File: src/rtl/core/kfe_pkg.sv
// Package for the keyword field extractor: parse phases, register indexes,
// the configuration bundle and the result word.
// No dependencies.
package kfe_pkg;

  localparam int MAX_KEYWORD_DEF = 8;
  localparam int CfgIdxW = 4;

  localparam logic [7:0] CH_COMMA = 8'h2C;
  localparam logic [7:0] CH_CR    = 8'h0D;
  localparam logic [7:0] CH_LF    = 8'h0A;
  localparam logic [7:0] CH_SPACE = 8'h20;
  localparam logic [7:0] CH_TAB   = 8'h09;
  localparam logic [7:0] CH_NUL   = 8'h00;

  localparam logic [CfgIdxW-1:0] CFG_KEYWORD_BYTES  = CfgIdxW'(0);
  localparam logic [CfgIdxW-1:0] CFG_KEYWORD_LENGTH = CfgIdxW'(1);
  localparam logic [CfgIdxW-1:0] CFG_FIELD_SELECT   = CfgIdxW'(2);
  localparam logic [CfgIdxW-1:0] CFG_MAX_CHARS      = CfgIdxW'(3);

  typedef enum logic [2:0] {
    PH_SEARCH,
    PH_LEAD,
    PH_SCAN,
    PH_AFTER_COMMA,
    PH_COPY,
    PH_DONE
  } phase_t;

  typedef struct packed {
    logic [63:0] keyword_bytes;
    logic [3:0]  keyword_length;
    logic [7:0]  field_select;
    logic [7:0]  max_chars;
  } cfg_t;

  typedef struct packed {
    logic [7:0] out_char;
    logic       char_valid;
    logic       done_res;
    logic       success;
  } res_t;

endpackage

File: src/rtl/core/kfe_ifs.sv
// Valid/ready channel interfaces: text input, result output, register writes.
// Depends on kfe_pkg.
interface kfe_in_if;
  logic       valid;
  logic       ready;
  logic [7:0] text_byte;
  logic       end_of_text;
  modport source (output valid, text_byte, end_of_text, input ready);
  modport sink (input valid, text_byte, end_of_text, output ready);
endinterface

interface kfe_out_if;
  logic       valid;
  logic       ready;
  logic [7:0] out_char;
  logic       char_valid;
  logic       done_res;
  logic       success;
  modport source (output valid, out_char, char_valid, done_res, success, input ready);
  modport sink (input valid, out_char, char_valid, done_res, success, output ready);
endinterface

interface kfe_cfg_if import kfe_pkg::*; ();
  logic               valid;
  logic               ready;
  logic [CfgIdxW-1:0] reg_index;
  logic [63:0]        wdata;
  modport source (output valid, reg_index, wdata, input ready);
  modport sink (input valid, reg_index, wdata, output ready);
endinterface

File: src/rtl/core/keyword_field_extractor_unit.sv
// Keyword field extractor, top level.
// Depends on kfe_pkg, kfe_ifs, kfe_core and kfe_skid.
//
// text_in takes one text word per cycle while it is ready (a byte plus an end-of-text flag).
// The parser hunts for the configured keyword, skips blanks, counts comma
// separated fields and streams the selected field out on res_out, one
// character per result word, with a final word carrying done_res/success.
// A word whose byte causes nothing produces no result.
// cfg is always ready; write registers 0..3 (keyword bytes, keyword length,
// field select, max chars) only while no text is in flight.
// Each result word is registered into the result buffer as its text word is
// accepted. Throughput: one text word per cycle while ready is high, set by
// the combinational parse step between input handshake and result register.
// When res_out stalls, one more result fits in the skid register; text_in
// then drops ready until the output register drains.
// Reset (rst, synchronous) returns the parser to keyword search, clears the
// result buffer and loads the register defaults (max chars 255, others 0).
module keyword_field_extractor_unit import kfe_pkg::*; #(
  parameter int MaxKeyword = MAX_KEYWORD_DEF
) (
  input logic         clk,
  input logic         rst,
  kfe_in_if.sink      text_in,
  kfe_out_if.source   res_out,
  kfe_cfg_if.sink     cfg
);

  cfg_t   cfg_regs;
  logic   in_fire;
  logic   res_valid;
  res_t   res;
  res_t   out_word;
  phase_t phase;
  logic   push_ready;

  assign cfg.ready = 1'b1;

  always_ff @(posedge clk) begin
    if (rst) begin
      cfg_regs.keyword_bytes  <= '0;
      cfg_regs.keyword_length <= '0;
      cfg_regs.field_select   <= '0;
      cfg_regs.max_chars      <= 8'hFF;
    end else if (cfg.valid) begin
      case (cfg.reg_index)
        CFG_KEYWORD_BYTES:  cfg_regs.keyword_bytes  <= cfg.wdata;
        CFG_KEYWORD_LENGTH: cfg_regs.keyword_length <= cfg.wdata[3:0];
        CFG_FIELD_SELECT:   cfg_regs.field_select   <= cfg.wdata[7:0];
        CFG_MAX_CHARS:      cfg_regs.max_chars      <= cfg.wdata[7:0];
        default: ;
      endcase
    end
  end

  assign text_in.ready = push_ready;
  assign in_fire       = text_in.valid && push_ready;

  kfe_core #(.MaxKeyword(MaxKeyword)) u_core (
    .clk         (clk),
    .rst         (rst),
    .in_fire     (in_fire),
    .text_byte   (text_in.text_byte),
    .end_of_text (text_in.end_of_text),
    .cfg         (cfg_regs),
    .res_valid   (res_valid),
    .res         (res),
    .phase       (phase)
  );

  kfe_skid u_skid (
    .clk        (clk),
    .rst        (rst),
    .push_valid (in_fire && res_valid),
    .push_data  (res),
    .push_ready (push_ready),
    .pop_valid  (res_out.valid),
    .pop_data   (out_word),
    .pop_ready  (res_out.ready)
  );

  assign res_out.out_char   = out_word.out_char;
  assign res_out.char_valid = out_word.char_valid;
  assign res_out.done_res   = out_word.done_res;
  assign res_out.success    = out_word.success;

  // Input back-pressure only comes from a full result buffer.
  a_stall_has_result: assert property (@(posedge clk) disable iff (rst)
    !text_in.ready |-> res_out.valid)
    else $error("text_in stalled with no result pending");

  a_success_with_done: assert property (@(posedge clk) disable iff (rst)
    res_out.valid |-> (!res_out.success || res_out.done_res))
    else $error("success without done_res");

  a_char_zero: assert property (@(posedge clk) disable iff (rst)
    (res_out.valid && !res_out.char_valid) |-> (res_out.out_char == 8'h00))
    else $error("out_char nonzero without char_valid");

  a_rearm: assert property (@(posedge clk) disable iff (rst)
    (in_fire && text_in.end_of_text) |=> (phase == PH_SEARCH))
    else $error("end of text did not re-arm the search");

endmodule

File: src/rtl/core/kfe_core.sv
// Parse state and next-state logic: keyword window compare, field counting
// and character copy, one text word per accepted cycle.
// Depends on kfe_pkg.
module kfe_core import kfe_pkg::*; #(
  parameter int MaxKeyword = MAX_KEYWORD_DEF
) (
  input  logic       clk,
  input  logic       rst,
  input  logic       in_fire,
  input  logic [7:0] text_byte,
  input  logic       end_of_text,
  input  cfg_t       cfg,
  output logic       res_valid,
  output res_t       res,
  output phase_t     phase
);

  // The window holds the MaxKeyword-1 bytes before the newest one.
  localparam int WinW = (MaxKeyword > 1) ? (MaxKeyword - 1) * 8 : 8;
  localparam int CntW = $clog2(MaxKeyword + 1);

  phase_t            phase_next;
  logic [WinW-1:0]   recent_bytes, recent_bytes_next;
  logic [CntW-1:0]   bytes_seen, bytes_seen_next;
  logic [7:0]        field_count, field_count_next;
  logic [7:0]        chars_copied, chars_copied_next;

  phase_t            ph_eff;
  logic [CntW-1:0]   kw_n;
  logic [CntW-1:0]   seen_inc;
  logic [WinW+7:0]   win;
  logic              kw_match;
  logic              is_blank, is_nul, is_comma, copy_end;
  logic              do_copy, do_fail;
  logic [7:0]        copied_inc;

  // Clamp the keyword length to MaxKeyword (the window plus the newest byte).
  always_comb begin
    if (cfg.keyword_length > 4'(MaxKeyword)) kw_n = CntW'(MaxKeyword);
    else kw_n = CntW'(cfg.keyword_length);
  end

  assign win      = {recent_bytes, text_byte};
  assign seen_inc = (bytes_seen < CntW'(MaxKeyword)) ? bytes_seen + CntW'(1) : bytes_seen;

  // Keyword byte i sits kw_n-1-i words back from the newest byte.
  always_comb begin
    logic [CntW-1:0] pos;
    kw_match = (seen_inc >= kw_n);
    pos      = '0;
    for (int i = 0; i < MaxKeyword; i++) begin
      if (CntW'(i) < kw_n) begin
        pos = kw_n - CntW'(i) - CntW'(1);
        if (cfg.keyword_bytes[8*i +: 8] != win[8*pos +: 8]) begin
          kw_match = 1'b0;
        end
      end
    end
  end

  assign is_blank   = (text_byte == CH_SPACE) || (text_byte == CH_TAB);
  assign is_nul     = (text_byte == CH_NUL);
  assign is_comma   = (text_byte == CH_COMMA);
  assign copy_end   = is_nul || is_comma || (text_byte == CH_CR) || (text_byte == CH_LF) ||
                      (chars_copied >= cfg.max_chars);
  assign copied_inc = chars_copied + 8'd1;
  assign ph_eff     = (phase == PH_SEARCH && kw_n == '0) ? PH_LEAD : phase;

  always_comb begin
    phase_next        = ph_eff;
    recent_bytes_next = recent_bytes;
    bytes_seen_next   = bytes_seen;
    field_count_next  = field_count;
    chars_copied_next = chars_copied;
    res_valid         = 1'b0;
    res               = '0;
    do_copy           = 1'b0;
    do_fail           = 1'b0;

    if (end_of_text) begin
      // Flush a pending final result, then re-arm.
      res_valid         = (phase != PH_DONE);
      res.done_res      = (phase != PH_DONE);
      res.success       = (phase == PH_COPY);
      phase_next        = PH_SEARCH;
      recent_bytes_next = '0;
      bytes_seen_next   = '0;
      field_count_next  = '0;
      chars_copied_next = '0;
    end else begin
      case (ph_eff)
        PH_SEARCH: begin
          if (is_nul) begin
            do_fail = 1'b1;
          end else begin
            recent_bytes_next = win[WinW-1:0];
            bytes_seen_next   = seen_inc;
            if (kw_match) phase_next = PH_LEAD;
          end
        end
        PH_LEAD, PH_AFTER_COMMA: begin
          if (!is_blank) begin
            if (is_nul) begin
              do_fail = 1'b1;
            end else if (field_count == cfg.field_select) begin
              do_copy = 1'b1;
            end else if (is_comma) begin
              field_count_next = field_count + 8'd1;
              phase_next       = PH_AFTER_COMMA;
            end else begin
              phase_next = PH_SCAN;
            end
          end
        end
        PH_SCAN: begin
          if (is_nul) begin
            do_fail = 1'b1;
          end else if (is_comma) begin
            field_count_next = field_count + 8'd1;
            phase_next       = PH_AFTER_COMMA;
          end
        end
        PH_COPY: begin
          do_copy = 1'b1;
        end
        default: ;
      endcase

      if (do_fail) begin
        res_valid    = 1'b1;
        res.done_res = 1'b1;
        phase_next   = PH_DONE;
      end

      if (do_copy) begin
        res_valid  = 1'b1;
        phase_next = PH_COPY;
        if (copy_end) begin
          res.done_res = 1'b1;
          res.success  = 1'b1;
          phase_next   = PH_DONE;
        end else begin
          chars_copied_next = copied_inc;
          res.out_char      = text_byte;
          res.char_valid    = 1'b1;
          if (copied_inc >= cfg.max_chars) begin
            res.done_res = 1'b1;
            res.success  = 1'b1;
            phase_next   = PH_DONE;
          end
        end
      end
    end
  end

  always_ff @(posedge clk) begin
    if (rst) begin
      phase        <= PH_SEARCH;
      recent_bytes <= '0;
      bytes_seen   <= '0;
      field_count  <= '0;
      chars_copied <= '0;
    end else if (in_fire) begin
      phase        <= phase_next;
      recent_bytes <= recent_bytes_next;
      bytes_seen   <= bytes_seen_next;
      field_count  <= field_count_next;
      chars_copied <= chars_copied_next;
    end
  end

endmodule

File: src/rtl/core/kfe_skid.sv
// Two-entry result buffer: output register plus skid register, so the
// parser keeps taking words while a result waits. Depends on kfe_pkg.
module kfe_skid import kfe_pkg::*; (
  input  logic clk,
  input  logic rst,
  input  logic push_valid,
  input  res_t push_data,
  output logic push_ready,
  output logic pop_valid,
  output res_t pop_data,
  input  logic pop_ready
);

  logic main_valid, skid_valid;
  res_t main_data, skid_data;
  logic pop;

  assign push_ready = !skid_valid;
  assign pop_valid  = main_valid;
  assign pop_data   = main_data;
  assign pop        = main_valid && pop_ready;

  always_ff @(posedge clk) begin
    if (rst) begin
      main_valid <= 1'b0;
      skid_valid <= 1'b0;
    end else if (skid_valid) begin
      // Input is held off; drain skid into main once main is taken.
      if (pop) begin
        main_valid <= 1'b1;
        skid_valid <= 1'b0;
      end
    end else if (push_valid) begin
      if (!main_valid || pop) begin
        main_valid <= 1'b1;
      end else begin
        skid_valid <= 1'b1;
      end
    end else if (pop) begin
      main_valid <= 1'b0;
    end
  end

  always_ff @(posedge clk) begin
    if (skid_valid) begin
      if (pop) main_data <= skid_data;
    end else if (push_valid) begin
      if (!main_valid || pop) main_data <= push_data;
      else skid_data <= push_data;
    end
  end

endmodule
File: src/flat_wrapper.sv
// flat-port wrapper written by rule: the top's interface ports become plain ports
module keyword_field_extractor_unit_flat import kfe_pkg::*;
#(
  parameter int MaxKeyword = MAX_KEYWORD_DEF
)
  (clk, rst, text_in_valid, text_in_text_byte, text_in_end_of_text, text_in_ready, res_out_valid, res_out_out_char, res_out_char_valid, res_out_done_res, res_out_success, res_out_ready, cfg_valid, cfg_reg_index, cfg_wdata, cfg_ready);
  kfe_in_if text_in_i ();
  kfe_out_if res_out_i ();
  kfe_cfg_if cfg_i ();
  input logic clk;
  input logic rst;
  input wire logic [$bits(text_in_i.valid)-1:0] text_in_valid;
  input wire logic [$bits(text_in_i.text_byte)-1:0] text_in_text_byte;
  input wire logic [$bits(text_in_i.end_of_text)-1:0] text_in_end_of_text;
  output wire logic [$bits(text_in_i.ready)-1:0] text_in_ready;
  output wire logic [$bits(res_out_i.valid)-1:0] res_out_valid;
  output wire logic [$bits(res_out_i.out_char)-1:0] res_out_out_char;
  output wire logic [$bits(res_out_i.char_valid)-1:0] res_out_char_valid;
  output wire logic [$bits(res_out_i.done_res)-1:0] res_out_done_res;
  output wire logic [$bits(res_out_i.success)-1:0] res_out_success;
  input wire logic [$bits(res_out_i.ready)-1:0] res_out_ready;
  input wire logic [$bits(cfg_i.valid)-1:0] cfg_valid;
  input wire logic [$bits(cfg_i.reg_index)-1:0] cfg_reg_index;
  input wire logic [$bits(cfg_i.wdata)-1:0] cfg_wdata;
  output wire logic [$bits(cfg_i.ready)-1:0] cfg_ready;
  assign text_in_i.valid = text_in_valid;
  assign text_in_i.text_byte = text_in_text_byte;
  assign text_in_i.end_of_text = text_in_end_of_text;
  assign text_in_ready = text_in_i.ready;
  assign res_out_valid = res_out_i.valid;
  assign res_out_out_char = res_out_i.out_char;
  assign res_out_char_valid = res_out_i.char_valid;
  assign res_out_done_res = res_out_i.done_res;
  assign res_out_success = res_out_i.success;
  assign res_out_i.ready = res_out_ready;
  assign cfg_i.valid = cfg_valid;
  assign cfg_i.reg_index = cfg_reg_index;
  assign cfg_i.wdata = cfg_wdata;
  assign cfg_ready = cfg_i.ready;
  keyword_field_extractor_unit #(.MaxKeyword(MaxKeyword)) u_core (.clk(clk), .rst(rst), .text_in(text_in_i), .res_out(res_out_i), .cfg(cfg_i));
endmodule
File: config.mk
export PLATFORM = sky130hd
export DESIGN_NAME = keyword_field_extractor_unit_flat
export DESIGN_NICKNAME = d
export VERILOG_FILES = /design/src/rtl/core/kfe_pkg.sv /design/src/rtl/core/kfe_ifs.sv /design/src/rtl/core/keyword_field_extractor_unit.sv /design/src/rtl/core/kfe_core.sv /design/src/rtl/core/kfe_skid.sv /design/src/flat_wrapper.sv
export SDC_FILE = /design/constraint.sdc
export NUM_CORES = 1
export LEC_CHECK = 0
export BUFFER_PORTS_ARGS = -buffer_cell sky130_fd_sc_hd__buf_2
export CORE_MARGIN = 2
export CORE_UTILIZATION = 45
export CTS_CLUSTER_DIAMETER = 50
export CTS_CLUSTER_SIZE = 12
export DETAILED_ROUTE_END_ITERATION = 16
export PLACE_DENSITY_LB_ADDON = 0.1
export SYNTH_ARGS = -nofsm -noshare
export SYNTH_HDL_FRONTEND = slang
export SYNTH_SLANG_ARGS = --single-unit
File: constraint.sdc
create_clock -name clk -period 11.9 [get_ports clk]
set_input_delay 1.19 -clock clk [delete_from_list [all_inputs] [get_ports clk]]
set_output_delay 1.19 -clock clk [all_outputs]
set_load 0.05 [all_outputs]
* After elaboration in Yosys (flattened, before gate mapping)
Cells that the tools add are included.
** Word-level totals
- Bits in read-only memories :: 0
- Word-level logic and storage cells :: 205
- Bits in registers :: 187
- Latch bits :: 0
- Bits of input ports :: 82
- Memories :: 0
- Bits in writable memories :: 0
** Operators by class
- Equal/unequal tests :: 31
- Add/sub/neg operators :: 17
- Reduce and logical (&&, ||, !) cells :: 35
- Shift-type cells :: 8
- Divide/modulo/power cells :: 0
- Bitwise logic cells :: 2
- Multipliers :: 0
- Multiplexer cells :: 80
- Order comparisons :: 13
** Operators with widths (count)
- variable part select 64 x 8 -> 8 bit :: 8
- 2-to-1 mux 56 bit :: 3
- 2-to-1 mux 8 bit :: 9
- != test 8 bit :: 8
- 2-to-1 mux 11 bit :: 5
- 2-to-1 mux 1 bit :: 37
- 2-to-1 mux 3 bit :: 12
- subtractor 4 x 1 -> 4 bit (second input constant) :: 8
- equality test 8 x 4 -> 1 bit (second input constant) :: 3
- 2-to-1 mux 4 bit :: 5
- 2-to-1 mux 9 bit :: 2
- adder 8 x 1 -> 8 bit (second input constant) :: 2
- equality test 8 x 6 -> 1 bit (second input constant) :: 2
- >= comparator 8 bit :: 2
- < comparator 3 x 4 -> 1 bit (first input constant) :: 4
- case mux 8 bit (2 select lines) :: 1
- subtractor 4 x 3 -> 4 bit (second input constant) :: 4
- != test 3 bit (second input constant) :: 5
- AND reduction 3 bit :: 5
- nonzero test 2 bit :: 5
- case mux 3 bit (3 select lines) :: 1
- equality test 4 x 2 -> 1 bit (second input constant) :: 2
- equality test 8 bit :: 1
- zero test 4 bit :: 2
- 26 further kinds :: 50

* Logic depth before layout (Yosys ltp)
- Depth in word-level cells :: 27
- Depth in mapped cells :: 17

* By module
From an unflattened synthesis, not the netlist that was laid out.
** Second synthesis, totals
- Cell total of the unflattened synthesis :: 1321
- Area total of the unflattened synthesis :: 12329.3 µm²
** By module, submodules not included
- kfe_core :: sequential area each 1581.5 µm², area an instance 7639.8 µm², cells each 914, times used 1
- keyword_field_extractor_unit :: sequential area each 1681.6 µm², area an instance 3732.3 µm², cells each 359, times used 1
- kfe_skid :: sequential area each 700.7 µm², area an instance 957.2 µm², cells each 48, times used 1

* Worst setup path before layout
OpenSTA, ideal clock, no wires.
- Path type :: input port to flip-flop
- From :: input text_in_text_byte[4]
- To :: register u_core.u_skid.main_data, in the netlist u_core.u_skid.pop_data[0] (enable)
- Required time :: 11.518 ns
- Setup slack :: 8.104 ns
- Data arrival time :: 3.414 ns
- Path buffers :: 1
- Stages :: 8
- Cells stage by stage :: clkbuf_1 or3_1 or3_1 nor3_1 a21oi_1 nor2_1 nand2_1 a21oi_1
** Between the ends
- Cells in the longest elaborated chain, start to end :: 11
- Elaborated cells on any way between the ends :: 18
** Ends and longest elaborated chain
- start, declared :: line flat_wrapper.sv:13 : input wire logic [$bits(text_in_i.text_byte)-1:0] text_in_text_byte;
- zero test 8 bit (tied with other cells) :: line kfe_core.sv:62 : assign is_nul = (text_byte == CH_NUL);
- 2-to-1 mux 1 bit / logical OR 1 bit (equally long branches)
- 2-to-1 mux 1 bit :: line kfe_core.sv:102 : if (!is_blank) begin
- case mux 1 bit (2 select lines) :: line kfe_core.sv:91 : case (ph_eff)
- 2-to-1 mux 1 bit :: line kfe_core.sv:80 : if (end_of_text) begin
- 2-to-1 mux 1 bit :: line kfe_core.sv:129 : if (do_fail) begin
- 2-to-1 mux 1 bit (*) :: line kfe_core.sv:135 : if (do_copy) begin
- 2-to-1 mux 1 bit (*) :: line kfe_core.sv:80
- logical AND 1 bit (*) :: line keyword_field_extractor_unit.sv:73 : .push_valid (in_fire && res_valid),
- nonzero test 2 bit (no line) (*)
- AND reduction 3 bit (no line) (*)
- end signal, assigned :: line kfe_skid.sv:46 : if (pop) main_data <= skid_data;
- end signal, assigned :: line kfe_skid.sv:48 : if (!main_valid || pop) main_data <= push_data;
- end, declared :: line kfe_skid.sv:15 : res_t main_data, skid_data;
Mark *: on every way between the ends. The rest lies on a longest branch, timed or not. The select of a mux whose other input is x is not followed.
A chain may end at the register's enable or synchronous reset.

* Worst setup path in the final report
- From :: register u_core.cfg_regs[17] (netlist name)
- To :: register u_core.u_core.phase[0]
** Between the ends
- Cells in the longest elaborated chain, start to end :: 27
- Elaborated cells on any way between the ends :: 82
** Ends and longest elaborated chain
- start, declared :: line keyword_field_extractor_unit.sv:28 : cfg_t cfg_regs;
- greater-than comparator 4 bit :: line kfe_core.sv:39 : if (cfg.keyword_length > 4'(MaxKeyword)) kw_n = CntW'(MaxKeyword);
- 2-to-1 mux 4 bit (*) :: line kfe_core.sv:39
- branches (longest 23 deep; another with subtractor 4 x 1 -> 4 bit)
- 2-to-1 mux 3 bit (*) :: line kfe_core.sv:135
- 2-to-1 mux 3 bit (*) :: line kfe_core.sv:80
- end signal, assigned :: line kfe_core.sv:164 : phase <= phase_next;
- end, declared :: line kfe_core.sv:15 : output phase_t phase
Mark *: on every way between the ends. The select of a mux whose other input is x is not followed.

==> impl_metrics.yaml <==
cts:
  root_buffer: "clkbuf_16"
  cts_buffer_depth: 2
  clk_latency_ns: 0.45
  clk_pin_slew_ns: 0.08
  cts_sinks: 187
  postCtsSetupBuffers: 0
  cts.repair.resized: 0
  ctsHoldBuffers: 0
  cts_tree: "done"
  numCtsBuffers: 17
  htreeDepth: 4
logic_synthesis:
  syn_nets: 1463
  syn_area_um2: 11500
  yosysTopAreaCellShare_pct: 28.7
  yosys.cell_types.count: 86
  yosys_most_used_dff: "dfxtp_1"
  synthCells: 1351
  synth_area_per_cell_um2: 8.52
  synth_edf_count: 22
  yosys.area.top_type: "dfxtp_1"
  ys_seq_elements: 187
  synthArstFlopShare_pct: 0
  synthTopCellsByArea: "dfxtp_1 29%, mux4_2 6.7%, nand2_1 6.3%"
  seq_area_frac_synth_pct: 34.4
  ys_warn_count: 0
sta:
  rsz0062_at_grt: "false"
  finalSetupTns_ns: 0
  finalCritPeriodShare_pct: 45.8
  min_period_ns: 5.46
  slew_headroom_pct: 14.1
  hold_ws_ns: 0.466
  finalHoldViolCount: 0
  drv_slew: 0
  finClkSkew_ns: 0.0169
  setup_viol_count_final: 0
  fmax_mhz: 183
  tightest_slew_ns: 1.29
outcome:
  status: "finished, final reports clean"
placement:
  dp_hpwl_um: 25400
  portBuffers: 94
  gp_congestion: 0.935
grt:
  top_usage_layer: "met2"
  use_met3_pct: 7.68
  gr-usage-met2_pct: 40.0
  antenna_found_initial: 2
  grt_pass1_vias: 9486
  grtUsageTotal_pct: 27.1
  grt_max_degree: 83
  globalRouteMet1Util_pct: 38.4
  gr-total-overflow: 0
  grt_pass1_wl_um: 55400
worst_setup_path:
  path_cells: "or2b_1 > ha_1 > inv_2 > mux4_2 > o21ai_0 > and3_1 > nor4b_1 > nand4_1 > nor4_1 > o211ai_1 > o32ai_1"
  max_stage_delay_ns: 1.07
  crit_fanout: 26
  crit_buf_inv: 1
  arrival_ns: 5.80
  crit_path_top_delay_cell: "ha_1"
  cp.required_ns: 12.25
  crit_family: "simple AND/OR/NAND/NOR gates"
  cp-end-kind: "flop"
  start_kind: "flop"
  timing.setup.critical_path_class: "reg2reg"
min_path:
  hold_class: "reg2reg"
floorplan:
  io_pins: 96
  dieArea_um2: 26900
  die_h_um: 164
  core_um2: 25200
  initial_core_util_pct: 45.7
  die_x_um: 164
  core.rowCount: 58
drt:
  drtIter0Drc: 1075
  wl_um: 36200
  firstDrtPassIters: 6
  avgRoutedWirePerCell_um: 21.1
  final_antenna_net_count: 0
  drc_errors: 0
  via_count: 10300
  vias_per_cell: 6.02
power_and_ir_drop:
  vdd_drop_max_v: 0.0000604
  p_leak_uw: 0.00475
  p_per_area_nw_per_um2: 111
flow_run:
  maxCapViolations: 0
final_layout:
  nNetsFinal: 1486
  drive_gt1_share_pct: 15.8
  syn2layout_area_growth_pct: 10.1
synth_stat cells (6+ instances only):
cell type and count:
mux2i_1 27, a21o_1 8, a22oi_1 84, nand2_1 194, nor4_1 12, nor3b_1 8
buf_2 17, nor4b_1 12, nand4_1 8, a211o_1 10, clkbuf_1 64, and2_1 12
edfxtp_1 22, o22ai_1 9, nor2b_1 10, a211oi_1 13, o221ai_1 11, nor3_1 15
a31oi_1 8, mux2_2 19, mux4_2 34, or4b_2 6, or3_1 10, xnor2_1 36
nand3b_1 9, nand2b_1 7, buf_1 11, nor2_1 128, inv_1 27, and3_1 13
a21oi_1 109, nand3_1 38, or2_2 7, o21a_1 8, xor2_1 30, dfxtp_1 165
ha_1 30, o21ai_0 41
final cells by class:
| cell class | instances | area (um2) |
|---|---|---|
| fill | 2460 | 12500 |
| inverter | 32 | 128 |
| clock buffer | 17 | 425 |
| timing repair buffer | 103 | 541 |
| tap | 330 | 413 |
| multi-input combinational | 1033 | 7020 |
| antenna | 1 | 2.50 |
| clock inverter | 15 | 184 |
| sequential | 187 | 3960 |
worst reg2reg max path, stage by stage, from the launching register on:
cell and delay, ns:
dfxtp_1 0.85, or2b_1 0.66, ha_1 1.08, inv_2 0.46
mux4_2 0.50, o21ai_0 0.10, and3_1 0.25, nor4b_1 0.40
nand4_1 0.21, nor4_1 0.33, o211ai_1 0.21, o32ai_1 0.31
sequential cells by signal, summed over array words and instances, names as in the netlist:
register	cells
u_core.cfg_regs	84
u_core.u_core.field_count	8
u_core.u_skid.skid_data	11
u_core.u_core.chars_copied	8
u_core.u_core.phase	3
u_core.u_core.recent_bytes	56
u_core.u_skid.pop_data	11
u_core.u_core.bytes_seen	4
u_core.u_skid.skid_valid	1
u_core.u_skid.pop_valid	1
through the flow:
| stage | total power, uW | setup slack (ns) | util [%] | instance area, um2 | instances |
|---|---|---|---|---|---|
| floorplan | 782 | 8.10 | - | 11500 | 1351 |
| global placement | 830 | 6.56 | 47.9 | 12100 | 1685 |
| detailed placement | 831 | 6.53 | 47.9 | 12100 | 1685 |
| CTS | 1420 | 6.50 | 50.3 | 12700 | 1717 |
| global route | 1460 | 6.05 | 50.3 | 12700 | 1718 |
| finish | 1400 | 6.44 | 50.3 | 12700 | 1718 |
power breakdown:
part / switching (uW) / total, uW / internal (uW) / leakage [uW]
Combinational: 104 / 154 / 49.6 / 0.00292
Clock: 298 / 587 / 289 / 0.000290
Sequential: 10.2 / 663 / 652 / 0.00154
metal layers:
layer / share of wire, % / vias up
li1: - / 4978
met1: 45 / 4884
met2: 43 / 421
met3: 9.5 / 58
met4: 2.2 / 2
met5: 0.036 / -
cell families (layout without fill, tap and decap cells):
group                      Yosys count  after routing  synth area share, %
DFF                                187            187                 34.4
and+or+nand+nor                    507            507                 21.2
buffers and inverters              131            167                 4.81
other                                1              2               0.0326
AOI/OAI and AO/OA                  346            346                 19.9
muxes                               80             80                 10.9
xor gates and xnor gates            69             69                 5.55
adders and majority gates           30             30                 3.26
cells in the final DEF (no fill, tap or decap), types with 6 or more instances in the layout:
| master | instances |
|---|---|
| dfxtp_1 | 165 |
| o21ai_0 | 41 |
| or4b_2 | 6 |
| and2_1 | 12 |
| xnor2_1 | 36 |
| a22oi_1 | 84 |
| a21o_1 | 8 |
| buf_2 | 93 |
| inv_1 | 27 |
| a21oi_1 | 109 |
| or3_1 | 9 |
| o22ai_1 | 9 |
| mux4_2 | 34 |
| nand4_1 | 8 |
| nor2b_1 | 10 |
| xor2_1 | 30 |
| nand3b_1 | 9 |
| o221ai_1 | 11 |
| nor2_1 | 128 |
| nor3b_1 | 8 |
| nand3_1 | 38 |
| nor3_1 | 13 |
| a211oi_1 | 13 |
| nand2_1 | 194 |
| a31oi_1 | 8 |
| mux2i_1 | 27 |
| clkbuf_16 | 17 |
| nor4_1 | 12 |
| a211o_1 | 10 |
| nand2b_1 | 7 |
| edfxtp_1 | 22 |
| buf_4 | 10 |
| ha_1 | 30 |
| or2_2 | 7 |
| and3_1 | 13 |
| nor4b_1 | 12 |
| mux2_2 | 19 |
| o21a_1 | 8 |
path summary, 6_finish.rpt:
path                       endpoint  cells after the start  slack (ns)                 from
min reg2reg      u_core.cfg_regs[3]                      1        0.47   u_core.cfg_regs[3]
max          u_core.u_core.phase[0]                     11        6.44  u_core.cfg_regs[17]
min              u_core.cfg_regs[3]                      1        0.47   u_core.cfg_regs[3]
max reg2reg  u_core.u_core.phase[0]                     11        6.44  u_core.cfg_regs[17]
(Power assumes the default switching activity.)
